**src/ttce_pkg.sv**
```systemverilog
// shared types and constants of the text terminal character engine
`timescale 1ns / 1ps

package ttce_pkg;

    // cell address width, wide enough for the largest screen the cursor fields can name (32 x 128 cells)
    localparam int ADDR_W = 16;

    typedef logic [6:0]        t_col;
    typedef logic [4:0]        t_row;
    typedef logic [ADDR_W-1:0] t_addr;

    typedef enum logic [2:0] {
        FUNC_PUT   = 3'd0,
        FUNC_LEFT  = 3'd1,
        FUNC_RIGHT = 3'd2,
        FUNC_UP    = 3'd3,
        FUNC_DOWN  = 3'd4,
        FUNC_READ  = 3'd5
    } t_func;

    typedef enum logic [1:0] {
        CFG_PEN_RED   = 2'd0,
        CFG_PEN_GREEN = 2'd1,
        CFG_PEN_BLUE  = 2'd2
    } t_cfg_reg;

    localparam logic [7:0] CHAR_CLEAR     = 8'd12;
    localparam logic [7:0] CHAR_NEWLINE   = 8'd10;
    localparam logic [7:0] CHAR_BACKSPACE = 8'd8;
    localparam logic [7:0] CHAR_SPACE     = 8'd32;

    localparam logic [7:0] RESET_RED   = 8'd255;
    localparam logic [7:0] RESET_GREEN = 8'd255;
    localparam logic [7:0] RESET_BLUE  = 8'd0;

    typedef struct packed {
        logic [2:0] func;
        logic [7:0] char_code;
        logic [4:0] read_row;
        logic [6:0] read_col;
    } t_in;

    typedef struct packed {
        t_col       cursor_col;
        t_row       cursor_row;
        logic [7:0] cell_char;
        logic [7:0] cell_red;
        logic [7:0] cell_green;
        logic [7:0] cell_blue;
    } t_out;

    typedef struct packed {
        logic [7:0] red;
        logic [7:0] green;
        logic [7:0] blue;
    } t_color;

    typedef struct packed {
        logic [7:0] ch;
        t_color     color;
    } t_cell;

    // one job for the cell engine: copy, then fill, then optional read
    typedef struct packed {
        t_addr      copy_lo;
        t_addr      copy_hi;
        logic       copy_by_row;
        t_addr      fill_lo;
        t_addr      fill_hi;
        logic [7:0] fill_char;
        logic       is_read;
        logic       read_ok;
        t_addr      read_addr;
        logic       reply;
        t_col       cursor_col;
        t_row       cursor_row;
    } t_cmd;

endpackage

```
**src/ttce_cmd_queue.sv**
```systemverilog
// two-entry job queue between the cursor front end and the cell engine
`timescale 1ns / 1ps

module ttce_cmd_queue (
    input  logic            i_clk,
    input  logic            i_rst_n,
    input  logic            i_push,
    input  ttce_pkg::t_cmd  i_data,
    output logic            o_full,
    input  logic            i_pop,
    output ttce_pkg::t_cmd  o_head,
    output logic            o_empty
);

    ttce_pkg::t_cmd r_slot [2];
    logic           r_wr_ptr;
    logic           r_rd_ptr;
    logic [1:0]     r_count;

    assign o_full  = (r_count == 2'd2);
    assign o_empty = (r_count == 2'd0);
    assign o_head  = r_slot[r_rd_ptr];

    always_ff @(posedge i_clk) begin
        if (i_push) begin
            r_slot[r_wr_ptr] <= i_data;
        end
    end

    always_ff @(posedge i_clk) begin
        if (!i_rst_n) begin
            r_wr_ptr <= 1'b0;
            r_rd_ptr <= 1'b0;
            r_count  <= 2'd0;
        end else begin
            if (i_push) begin
                r_wr_ptr <= ~r_wr_ptr;
            end
            if (i_pop) begin
                r_rd_ptr <= ~r_rd_ptr;
            end
            if (i_push && !i_pop) begin
                r_count <= r_count + 2'd1;
            end else if (i_pop && !i_push) begin
                r_count <= r_count - 2'd1;
            end
        end
    end

endmodule

```
**config.mk**
```make
export PLATFORM = sky130hd
export DESIGN_NAME = ttce_cmd_queue
export DESIGN_NICKNAME = d
export VERILOG_FILES = /design/src/ttce_pkg.sv /design/src/ttce_cmd_queue.sv
export SDC_FILE = /design/constraint.sdc
export NUM_CORES = 1
export LEC_CHECK = 0
export CAP_MARGIN = 20
export CORE_MARGIN = 4
export CORE_UTILIZATION = 45
export DETAILED_ROUTE_END_ITERATION = 6
export DONT_BUFFER_PORTS = 1
export GPL_ROUTABILITY_DRIVEN = 0
export REMOVE_ABC_BUFFERS = 1
export SLEW_MARGIN = 20
export SYNTH_ARGS = -nofsm -noshare
export SYNTH_HDL_FRONTEND = slang
export SYNTH_SLANG_ARGS = --single-unit
```
**constraint.sdc**
```tcl
create_clock -name i_clk -period 9.7 [get_ports i_clk]
set_input_delay 0.97 -clock i_clk [delete_from_list [all_inputs] [get_ports i_clk]]
set_output_delay 0.97 -clock i_clk [all_outputs]
set_load 0.01 [all_outputs]
```
==> results.py <==
metrics = {
    "run": {
        "maxCapViolations": 0,
    },
    "die": {
        "die_area_um2": 19900,
        "core_area_um2": 17400,
        "die_h_um": 141,
        "initial_utilization_pct": 45.9,
        "io_pins": 214,
        "fp.dieW_um": 141,
        "rows": 48,
    },
    "timing": {
        "slew_headroom_pct": 29.7,
        "final.setup_skew_ns": 0.00841,
        "final-hold-violation-count": 0,
        "holdWs_ns": 0.498,
        "finalCritPeriodShare_pct": 38.1,
        "period_needed_ns": 3.69,
        "setup_viol": 0,
        "rsz0062_at_grt": "no",
        "setup_tns_ns": 0,
        "clock.fmax_mhz": 271,
        "worst_pin_slew_ns": 1.05,
        "finalMaxSlewViolations": 0,
    },
    "layout": {
        "nNetsFinal": 471,
        "stdcell_count": 601,
        "area_growth_pct": 10.7,
        "drive_gt1_share_pct": 37.0,
        "final_core_util_pct": 50.8,
        "num_antenna_cells": 0,
    },
    "synth": {
        "avgSynthCellArea_um2": 23.0,
        "ys_seq_elements": 213,
        "yosysSeqAreaShare_pct": 79.6,
        "synth_warnings": 0,
        "ys_types": 18,
        "synth_area_um2": 7970,
        "synthCells": 346,
    },
    "pwr": {
        "peakVddDrop_v": 0.000152,
        "fin_total_pwr_mw": 1.98,
        "power.density_nw_per_um2": 224,
        "p_leak_nw": 3.00,
    },
    "critical_path": {
        "worstPathRequired_ns": 8.73,
        "worstPathArrival_ns": 2.72,
        "end_kind": "output port",
        "crit_fanout": 62,
        "path_class": "register to output port",
        "worst_setup_path_start_kind": "register",
    },
    "outcome": {
        "status": "complete, no violations",
    },
    "detailed_routing": {
        "drtAntennaViolNets": 0,
        "vias_per_cell": 5.21,
        "wl_mm": 13.2,
        "drc": 0,
        "dr.pass1.iters": 4,
        "first_iter_violations": 156,
        "drt-wirelength-per-cell_um": 22.0,
        "vias": 3132,
    },
    "global_routing": {
        "track_usage_pct": 12.6,
        "antenna_found_initial": 1,
        "grt_pass1_vias": 3268,
        "overflow": 0,
        "grt_max_degree": 63,
        "grt_pass1_wl_mm": 19.2,
    },
    "hold_path": {
        "hold_path_class": "register to register",
    },
    "clock_network": {
        "clock-sinks": 213,
        "cts_buffer_depth": 3,
        "hold_buffers": 0,
        "clkTransAtPathRegs_ns": 0.06,
        "cts_tree": "done",
        "cts_root_buf": "clkbuf_16",
        "h-tree-depth": 1,
        "clk_latency_ns": 0.49,
        "cts_buffers": 22,
        "cts.repair.resized": 0,
        "post_cts_buffers": 0,
    },
    "placed_design": {
        "dp_cells": 563,
        "dp_hpwl_mm": 8.63,
        "port_buffers": 0,
    },
}
## placed cells by master (no fill, tap or decap), types with 2 or more instances in the layout
cell / n
mux2_4: 60
mux2_2: 44
and2_1: 3
edfxtp_1: 208
clkbuf_1: 10
buf_4: 4
nor2b_1: 2
clkinv_2: 5
dfxtp_1: 4
clkbuf_16: 23
xor2_1: 2
## cell type report
class                      count  area [um^2]
multi-input combinational    120         1520
clock inverter                 5         25.0
sequential                   213         6350
inverter                       1         3.75
fill                        1373         8530
tap                          225          282
timing repair buffer           4         30.0
clock buffer                  33          613
## state kept, by name, indices dropped and copies added, names as in the netlist, named ones only
name      flops
r_rd_ptr      1
r_count       2
r_slot      208
r_wr_ptr      1
## metrics by stage
step	worst slack [ns]	instance area (um^2)
after floorplan	3.60	7860
after global placement	6.50	8180
after detailed placement	6.46	8180
after CTS	5.92	8820
after global routing	5.83	8820
final	6.01	8820
## logic make-up (layout without fill, tap and decap cells)
logic type               after synthesis  in the layout  synth area share (%)
AO/OA/AOI/OAI                          3              3                 0.251
XOR/XNOR                               3              3                 0.330
buffers and inverters                 13             43                  1.48
multiplexers                         104            104                  17.5
AND/OR/NAND/NOR                        9              9                 0.675
flip-flops                           213            213                  79.6
adder cells (fa/ha/maj)                1              1                 0.157
## layer usage
metal  track usage (%)  vias up  part of all wire [%]
met3              7.50       32                    14
met1              13.8     1545                    34
met2              20.3      152                    48
met5                 0        -                  0.11
li1                  -     1401                     -
met4              4.44        2                   3.3
## worst paths after layout
check | end | slack (ns) | depth (start not counted) | startpoint
hold / removal | r_count[1] | 0.50 | 2 | r_count[1]
setup / recovery | o_head[19] | 6.01 | 2 | register
setup reg to reg | r_slot[1][74] | 7.56 | 2 | r_wr_ptr
hold reg to reg | r_count[1] | 0.50 | 2 | r_count[1]
## worst max-delay path: stages, from the launching register on
cell and delay, ns:
dfxtp_4 0.77, buf_4 0.86, mux2_2 0.46
## power by group
part	leakage [nW]	internal (mW)	switching [mW]
Combinational	0.695	0.0690	0.0811
Clock	0.315	0.434	0.309
Sequential	1.99	1.06	0.0197
## synth_stat cells (all sizes together)
cell type  count  share of area [%]
ha             1               0.16
nor2           1              0.047
or3            1              0.079
nor2b          3               0.24
mux2         104                 18
edfxtp       208                 78
buf           12                1.4
inv            1              0.047
xnor2          1               0.11
o21ai          1              0.063
dfxtp          5                1.3
a21boi         1              0.094
and2           4               0.31
o21a           1              0.094
xor2           2               0.22
No activity file was read; power rests on OpenSTA's default activity.
