===== config.mk =====
export PLATFORM = sky130hd
export DESIGN_NAME = ttce_front
export DESIGN_NICKNAME = d
export VERILOG_FILES = /design/src/ttce_pkg.sv /design/src/ttce_front.sv
export SDC_FILE = /design/constraint.sdc
export NUM_CORES = 1
export LEC_CHECK = 0
export BUFFER_PORTS_ARGS = -buffer_cell sky130_fd_sc_hd__buf_2
export CAP_MARGIN = 40
export CORE_MARGIN = 1
export CORE_UTILIZATION = 47
export CTS_CLUSTER_SIZE = 30
export DETAILED_ROUTE_END_ITERATION = 6
export HOLD_SLACK_MARGIN = 0.03
export PLACE_DENSITY = 0.7
export SLEW_MARGIN = 20
export SYNTH_ARGS = -nofsm -noshare
export SYNTH_HDL_FRONTEND = slang
export SYNTH_SLANG_ARGS = --single-unit

===== constraint.sdc =====
create_clock -name i_clk -period 6 [get_ports i_clk]
set_input_delay 0.9 -clock i_clk [delete_from_list [all_inputs] [get_ports i_clk]]
set_output_delay 0.9 -clock i_clk [all_outputs]
set_load 0.02 [all_outputs]

===== src/ttce_pkg.sv =====
// shared types and constants of the text terminal character engine
`timescale 1ns / 1ps

package ttce_pkg;

    // cell address width, wide enough for the largest screen the cursor fields can name (32 x 128 cells)
    localparam int ADDR_W = 16;

    typedef logic [6:0]        t_col;
    typedef logic [4:0]        t_row;
    typedef logic [ADDR_W-1:0] t_addr;

    typedef enum logic [2:0] {
        FUNC_PUT   = 3'd0,
        FUNC_LEFT  = 3'd1,
        FUNC_RIGHT = 3'd2,
        FUNC_UP    = 3'd3,
        FUNC_DOWN  = 3'd4,
        FUNC_READ  = 3'd5
    } t_func;

    typedef enum logic [1:0] {
        CFG_PEN_RED   = 2'd0,
        CFG_PEN_GREEN = 2'd1,
        CFG_PEN_BLUE  = 2'd2
    } t_cfg_reg;

    localparam logic [7:0] CHAR_CLEAR     = 8'd12;
    localparam logic [7:0] CHAR_NEWLINE   = 8'd10;
    localparam logic [7:0] CHAR_BACKSPACE = 8'd8;
    localparam logic [7:0] CHAR_SPACE     = 8'd32;

    localparam logic [7:0] RESET_RED   = 8'd255;
    localparam logic [7:0] RESET_GREEN = 8'd255;
    localparam logic [7:0] RESET_BLUE  = 8'd0;

    typedef struct packed {
        logic [2:0] func;
        logic [7:0] char_code;
        logic [4:0] read_row;
        logic [6:0] read_col;
    } t_in;

    typedef struct packed {
        t_col       cursor_col;
        t_row       cursor_row;
        logic [7:0] cell_char;
        logic [7:0] cell_red;
        logic [7:0] cell_green;
        logic [7:0] cell_blue;
    } t_out;

    typedef struct packed {
        logic [7:0] red;
        logic [7:0] green;
        logic [7:0] blue;
    } t_color;

    typedef struct packed {
        logic [7:0] ch;
        t_color     color;
    } t_cell;

    // one job for the cell engine: copy, then fill, then optional read
    typedef struct packed {
        t_addr      copy_lo;
        t_addr      copy_hi;
        logic       copy_by_row;
        t_addr      fill_lo;
        t_addr      fill_hi;
        logic [7:0] fill_char;
        logic       is_read;
        logic       read_ok;
        t_addr      read_addr;
        logic       reply;
        t_col       cursor_col;
        t_row       cursor_row;
    } t_cmd;

endpackage


===== src/ttce_front.sv =====
// front end: takes requests, keeps the cursor and turns requests into cell jobs
`timescale 1ns / 1ps

module ttce_front #(
    parameter int COLUMNS = 80,
    parameter int ROWS    = 24
) (
    input  logic            i_clk,
    input  logic            i_rst_n,
    input  logic            i_in_valid,
    input  ttce_pkg::t_in   i_in_data,
    output logic            o_in_stall,
    input  logic            i_init_busy,
    input  logic            i_queue_full,
    output logic            o_push,
    output ttce_pkg::t_cmd  o_push_data
);

    localparam int CELLS = ROWS * COLUMNS;
    localparam int CW    = $clog2(COLUMNS);
    localparam int RW    = $clog2(ROWS);
    localparam int NW    = $clog2(CELLS + 1);

    localparam logic [NW-1:0] COLS_N    = NW'(COLUMNS);
    localparam logic [NW-1:0] CELLS_N   = NW'(CELLS);
    localparam logic [NW-1:0] LAST_BASE = NW'(CELLS - COLUMNS);
    localparam logic [CW-1:0] X_LAST    = CW'(COLUMNS - 1);
    localparam logic [RW-1:0] Y_LAST    = RW'(ROWS - 1);

    typedef enum logic [1:0] {
        F_RUN    = 2'b01,
        F_SECOND = 2'b10
    } t_front_state;

    t_front_state   r_state, n_state;
    logic [CW-1:0]  r_x, n_x;
    logic [RW-1:0]  r_y, n_y;
    logic [NW-1:0]  r_base, n_base;   // r_y * COLUMNS, kept alongside the cursor
    ttce_pkg::t_cmd r_second, n_second;

    logic           accept;
    logic           at_last_col;
    logic           at_last_row;
    logic [RW-1:0]  down_y;
    logic [NW-1:0]  down_base;
    logic [NW-1:0]  up_base;
    logic [NW-1:0]  cur_addr;
    logic [NW-1:0]  rd_addr;
    logic           rd_ok;
    logic           do_scroll;
    logic           has_write;
    ttce_pkg::t_cmd mem_cmd;
    ttce_pkg::t_cmd scroll_cmd;
    ttce_pkg::t_cmd first_cmd;

    assign o_in_stall  = i_init_busy || i_queue_full || (r_state == F_SECOND);
    assign accept      = i_in_valid && !o_in_stall;

    assign at_last_col = (r_x == X_LAST);
    assign at_last_row = (r_y == Y_LAST);
    assign down_y      = at_last_row ? r_y : r_y + RW'(1);
    assign down_base   = at_last_row ? r_base : r_base + COLS_N;
    assign up_base     = r_base - COLS_N;
    assign cur_addr    = r_base + NW'(r_x);

    assign rd_ok   = (int'(i_in_data.read_row) < ROWS) && (int'(i_in_data.read_col) < COLUMNS);
    assign rd_addr = NW'(NW'(i_in_data.read_row) * COLS_N + NW'(i_in_data.read_col));

    always_comb begin
        n_x       = r_x;
        n_y       = r_y;
        n_base    = r_base;
        do_scroll = 1'b0;
        has_write = 1'b0;

        mem_cmd             = '0;
        mem_cmd.fill_char   = ttce_pkg::CHAR_SPACE;
        mem_cmd.reply       = 1'b1;

        case (i_in_data.func)
            ttce_pkg::FUNC_PUT: begin
                case (i_in_data.char_code)
                    ttce_pkg::CHAR_CLEAR: begin
                        n_x             = '0;
                        n_y             = '0;
                        n_base          = '0;
                        mem_cmd.fill_hi = ttce_pkg::t_addr'(CELLS_N);
                    end
                    ttce_pkg::CHAR_NEWLINE: begin
                        n_x       = '0;
                        n_y       = down_y;
                        n_base    = down_base;
                        do_scroll = at_last_row;
                    end
                    ttce_pkg::CHAR_BACKSPACE: begin
                        if (r_x != '0) begin
                            // pull the rest of the row one place left, blank the row end
                            n_x                 = r_x - CW'(1);
                            mem_cmd.copy_lo     = ttce_pkg::t_addr'(cur_addr - NW'(1));
                            mem_cmd.copy_hi     = ttce_pkg::t_addr'(r_base + COLS_N - NW'(1));
                            mem_cmd.fill_lo     = ttce_pkg::t_addr'(r_base + COLS_N - NW'(1));
                            mem_cmd.fill_hi     = ttce_pkg::t_addr'(r_base + COLS_N);
                        end else if (r_y != '0) begin
                            n_x             = X_LAST;
                            n_y             = r_y - RW'(1);
                            n_base          = up_base;
                            mem_cmd.fill_lo = ttce_pkg::t_addr'(r_base - NW'(1));
                            mem_cmd.fill_hi = ttce_pkg::t_addr'(r_base);
                        end else begin
                            mem_cmd.fill_lo = '0;
                            mem_cmd.fill_hi = ttce_pkg::t_addr'(1);
                        end
                    end
                    default: begin
                        has_write         = 1'b1;
                        mem_cmd.fill_lo   = ttce_pkg::t_addr'(cur_addr);
                        mem_cmd.fill_hi   = ttce_pkg::t_addr'(cur_addr + NW'(1));
                        mem_cmd.fill_char = i_in_data.char_code;
                        if (at_last_col) begin
                            n_x       = '0;
                            n_y       = down_y;
                            n_base    = down_base;
                            do_scroll = at_last_row;
                        end else begin
                            n_x = r_x + CW'(1);
                        end
                    end
                endcase
            end
            ttce_pkg::FUNC_LEFT: begin
                if (r_x != '0) begin
                    n_x = r_x - CW'(1);
                end else if (r_y != '0) begin
                    n_x    = X_LAST;
                    n_y    = r_y - RW'(1);
                    n_base = up_base;
                end
            end
            ttce_pkg::FUNC_RIGHT: begin
                if (at_last_col) begin
                    n_x       = '0;
                    n_y       = down_y;
                    n_base    = down_base;
                    do_scroll = at_last_row;
                end else begin
                    n_x = r_x + CW'(1);
                end
            end
            ttce_pkg::FUNC_UP: begin
                if (r_y != '0) begin
                    n_y    = r_y - RW'(1);
                    n_base = up_base;
                end
            end
            ttce_pkg::FUNC_DOWN: begin
                n_y       = down_y;
                n_base    = down_base;
                do_scroll = at_last_row;
            end
            ttce_pkg::FUNC_READ: begin
                mem_cmd.is_read   = 1'b1;
                mem_cmd.read_ok   = rd_ok;
                mem_cmd.read_addr = ttce_pkg::t_addr'(rd_addr);
            end
            default: begin
            end
        endcase

        mem_cmd.cursor_col = ttce_pkg::t_col'(n_x);
        mem_cmd.cursor_row = ttce_pkg::t_row'(n_y);

        scroll_cmd             = mem_cmd;
        scroll_cmd.copy_lo     = '0;
        scroll_cmd.copy_hi     = ttce_pkg::t_addr'(LAST_BASE);
        scroll_cmd.copy_by_row = 1'b1;
        scroll_cmd.fill_lo     = ttce_pkg::t_addr'(LAST_BASE);
        scroll_cmd.fill_hi     = ttce_pkg::t_addr'(CELLS_N);
        scroll_cmd.fill_char   = ttce_pkg::CHAR_SPACE;
        scroll_cmd.reply       = 1'b1;

        // a character written in the bottom-right cell goes in before the scroll
        first_cmd = mem_cmd;
        n_second  = r_second;
        if (do_scroll && has_write) begin
            first_cmd.reply = 1'b0;
            n_second        = scroll_cmd;
        end else if (do_scroll) begin
            first_cmd = scroll_cmd;
        end
    end

    always_comb begin
        n_state     = r_state;
        o_push      = 1'b0;
        o_push_data = first_cmd;
        case (r_state)
            F_RUN: begin
                if (accept) begin
                    o_push = 1'b1;
                    if (do_scroll && has_write) begin
                        n_state = F_SECOND;
                    end
                end
            end
            F_SECOND: begin
                o_push_data = r_second;
                if (!i_queue_full) begin
                    o_push  = 1'b1;
                    n_state = F_RUN;
                end
            end
            default: begin
                n_state = F_RUN;
            end
        endcase
    end

    always_ff @(posedge i_clk) begin
        if (accept) begin
            r_second <= n_second;
        end
    end

    always_ff @(posedge i_clk) begin
        if (!i_rst_n) begin
            r_state <= F_RUN;
            r_x     <= '0;
            r_y     <= '0;
            r_base  <= '0;
        end else begin
            r_state <= n_state;
            if (accept) begin
                r_x    <= n_x;
                r_y    <= n_y;
                r_base <= n_base;
            end
        end
    end

endmodule


==> summary.md <==
| Metric | Value |
|---|---|
| Status | finished, final reports clean |
| Number of different library cells in the post-synthesis netlist | 87 |
| Worst min-delay path class | flop to flop |
| Slowest cell on the critical path | sky130_fd_sc_hd__dfxtp_1 |
| Accumulated negative setup slack | 0 ns |
| Synthesized area per cell | 7.370 um2 |
| Insertion delay of the later-clocked pin in the worst-skew pair | 0.30 ns |
| Largest fanout of any net on the critical path | 22 |
| X dimension of the die | 117.2 um |
| Row cnt | 41 |
| Worst setup slack before clock tree synthesis | 1.466 ns |
| Reg clk slew, reported paths | 0.08 ns |
| Clock tree skew after final layout | 0.008321 ns |
| Pre-Repair DR Iteration Count | 5 |
| Via/cell ratio | 6.410 |
| Crit path launch | r_x[2] |
| Kind of end point of the critical path | output port |
| Number of cells upsized or downsized after cts | 0 |
| Height of the chip | 117.2 um |
| Layout Nets | 978 |
| Final worst path period share | 79.24% |
| Total routing resource utilization after global routing | 32.61% |
| Number of max-capacitance violations reported | 0 |
| Largest net degree at the start of global routing | 27 |
| Vias in the first global route | 6281 |
| Final core occ | 54.78% |
| Pwr dens | 139.1 nW/um2 |
| FF-to-FF End | r_second[13] |
| Number of synthesis warnings | 0 |
| Hold Buf Count CTS | 0 |
| Placed Cells | 1086 |
| Sum of net half-perimeters after detailed placement | 16860 um |
| Synth async-reset ratio | 0% |
| Number of non-filler instances in the completed layout | 1095 |
| Series of cell instances along the critical path | and3_1, nand3_1, a221o_1, o31ai_4, nand2b_4, o21ba_1, buf_2 |
| Total die area | 13730 um2 |
| Slew margin rel. | 35.75% |
| # DRC | 0 |
| Final setup vio count | 0 |
| Setup ws final | 1.246 ns |
| EDFF count, synth | 25 |
| Count of nets left with antenna violations after detail routing | 0 |
| Top post-synthesis cells by area | sky130_fd_sc_hd__edfxtp_1 (12%), sky130_fd_sc_hd__dfxtp_1 (6.7%), sky130_fd_sc_hd__a21oi_1 (5.9%) |
| Final weighted congestion in routability-driven placement | 0.9935 |
| Startpoint-to-endpoint class of the critical path | flop to output port |
| Count of buffers inserted at the top-level ports | 124 |
| Pin slew with the least headroom to its limit | 0.9573 ns |
| Sinks on the clock net | 46 |
| Iter 0 DRT Violations | 590 |
| Final design area excluding fillers | 6997 um2 |
| Hold Vio Cnt, Final | 0 |
| Static leakage | 0.003078 uW |
| TritonCTS clock tree | built |
| Post-synthesis instance total | 846 |
| Detail-routed net length per standard cell | 20.60 um |
| Launching element type of the critical path | flop |
| Number of antenna violations at the first check in global routing | 0 |
| Core region area | 12770 um2 |
| Clock Root Buffer | sky130_fd_sc_hd__clkbuf_16 |
| Grt ovf | 0 |
| Cells on worst reg2reg path | 7 |
| Wire length of the first global-routing pass | 34080 um |
| Ant. Diodes | 0 |
| Synthesized flop and latch total | 46 |
| CP Data Required Time | 5.10 ns |
| Maximum clock frequency | 210.3 MHz |
| Worst reg2reg startpoint | r_x[2] |
| Signal arrival time at the worst endpoint | 3.85 ns |
| Area of placed instances | 6829 um2 |
| Post-CTS Setup Inserts | 0 |
| Num CTS Buffers | 5 |
| Commonest register cell after synthesis | sky130_fd_sc_hd__edfxtp_1 |
| Largest vdd supply drop | 0.1172 mV |
| Delay contributed by the slowest stage of the critical path | 0.85 ns |
| Unrepaired setup endpoints after global routing | no |
| Total Wirelength | 22560 um |
| Shortest period the worst path allows | 4.754 ns |
| Max Root-Sink Buffers | 2 |
| Post-synth top area cell | sky130_fd_sc_hd__edfxtp_1 |
| Vias post-DR | 7019 |
| Sequential element share of the synthesized area | 18.78% |
| Critical Path Sink | o_push_data[83] |
| I/O Pins | 134 |
| Share of layout cells above drive strength 1 | 21.56% |
| H-tree lvl count | 2 |
| Register-to-Register Setup Slack | 2.46 ns |
| Combined area of all synthesized cells | 6235 um2 |
| Final number of max-transition violations | 0 |
| Layout overhead on the synthesized area | 12.22% |
| Initial Util | 48.81% |
| Top cell type's share of synthesized area | 12.04% |
-- layer usage --
metal	vias up	routed length, um	track usage [%]
met5	-	0	0
met4	0	949	16.37
met3	80	1936	4.068
met2	423	9964	50.39
met1	3257	9707	44.73
li1	3259	-	-
-- cell type report --
class	instances	area [um2]
flip-flops and latches	46	1171
clock buffers	5	125.1
fillers	1284	5777
inverters	31	116.4
clock inverters	3	27.53
repair buffers	140	763.2
well taps	172	215.2
multi-input cells	698	4578
-- sequential cells by signal, indices dropped and copies added, names as in the netlist --
name      cells
r_base        7
r_state       2
r_y           5
r_second     25
r_x           7
-- critical path: cells and delay by family, from the launching register on --
family	cells	cell delay, ns
simple gates	3	1.16
buf+inv	1	0.15
compound gates	3	1.38
flops	1	0.85
-- cells in the mapped netlist, drive strengths merged, types with 6 or more instances --
| master | n |
|---|---|
| a211o | 6 |
| a211oi | 11 |
| a21o | 8 |
| a21oi | 74 |
| a221oi | 10 |
| a31oi | 8 |
| a32oi | 6 |
| and2 | 15 |
| and3 | 15 |
| buf | 43 |
| clkbuf | 36 |
| dfxtp | 21 |
| edfxtp | 25 |
| ha | 26 |
| inv | 29 |
| mux2 | 16 |
| nand2 | 72 |
| nand2b | 9 |
| nand3 | 24 |
| nand4 | 7 |
| nor2 | 87 |
| nor2b | 6 |
| nor3 | 43 |
| nor4 | 9 |
| o211ai | 7 |
| o21ai | 56 |
| o22ai | 7 |
| o31ai | 20 |
| or2 | 8 |
| or3 | 6 |
| xnor2 | 39 |
| xor2 | 15 |
-- metrics by stage --
step | power [uW] | hold slack [ns]
floorplan | 578.5 | 0.4507
global placement | 663.4 | 0.4706
detailed placement | 664.3 | 0.4814
CTS | 967.6 | 0.5010
global route | 1013 | 0.5302
finish | 973.0 | 0.5021
-- cells in the final DEF, fill, tap and decap left out, drive strengths merged, types with 24 or more instances in the layout --
master,instances
a21oi,74
nor3,43
edfxtp,25
xnor2,39
nand3,24
o21ai,56
nand2,72
buf,140
inv,31
nor2,87
ha,26
-- worst min path at each step --
| stage | startpoint | endpoint | slack (ns) | cells after the start |
|---|---|---|---|---|
| floorplan | r_state[1] | r_state[1] | 0.45 | 2 |
| global placement | r_state[1] | r_state[1] | 0.47 | 2 |
| detailed placement | r_state[0] | r_state[0] | 0.48 | 1 |
| CTS | r_state[0] | r_state[0] | 0.50 | 1 |
| global route | r_state[0] | r_state[0] | 0.53 | 1 |
| finish | r_state[0] | r_state[0] | 0.50 | 1 |
-- kinds of logic after synthesis --
group | count (synthesis) | share of synthesized area (%)
flops | 46 | 18.78
mux | 17 | 3.050
fa+ha+maj | 28 | 5.860
xor+xnor | 54 | 7.586
simple gates | 325 | 27.61
buf+inv | 110 | 8.268
other cells | 1 | 0.06015
compound gates | 265 | 28.78
-- power by group --
group          switching [uW]  internal (uW)  total (uW)
registers                10.1            334         344
logic                     209            112         321
clock network             148            160         307
Note: power is estimated with default switching activity, not from simulation.
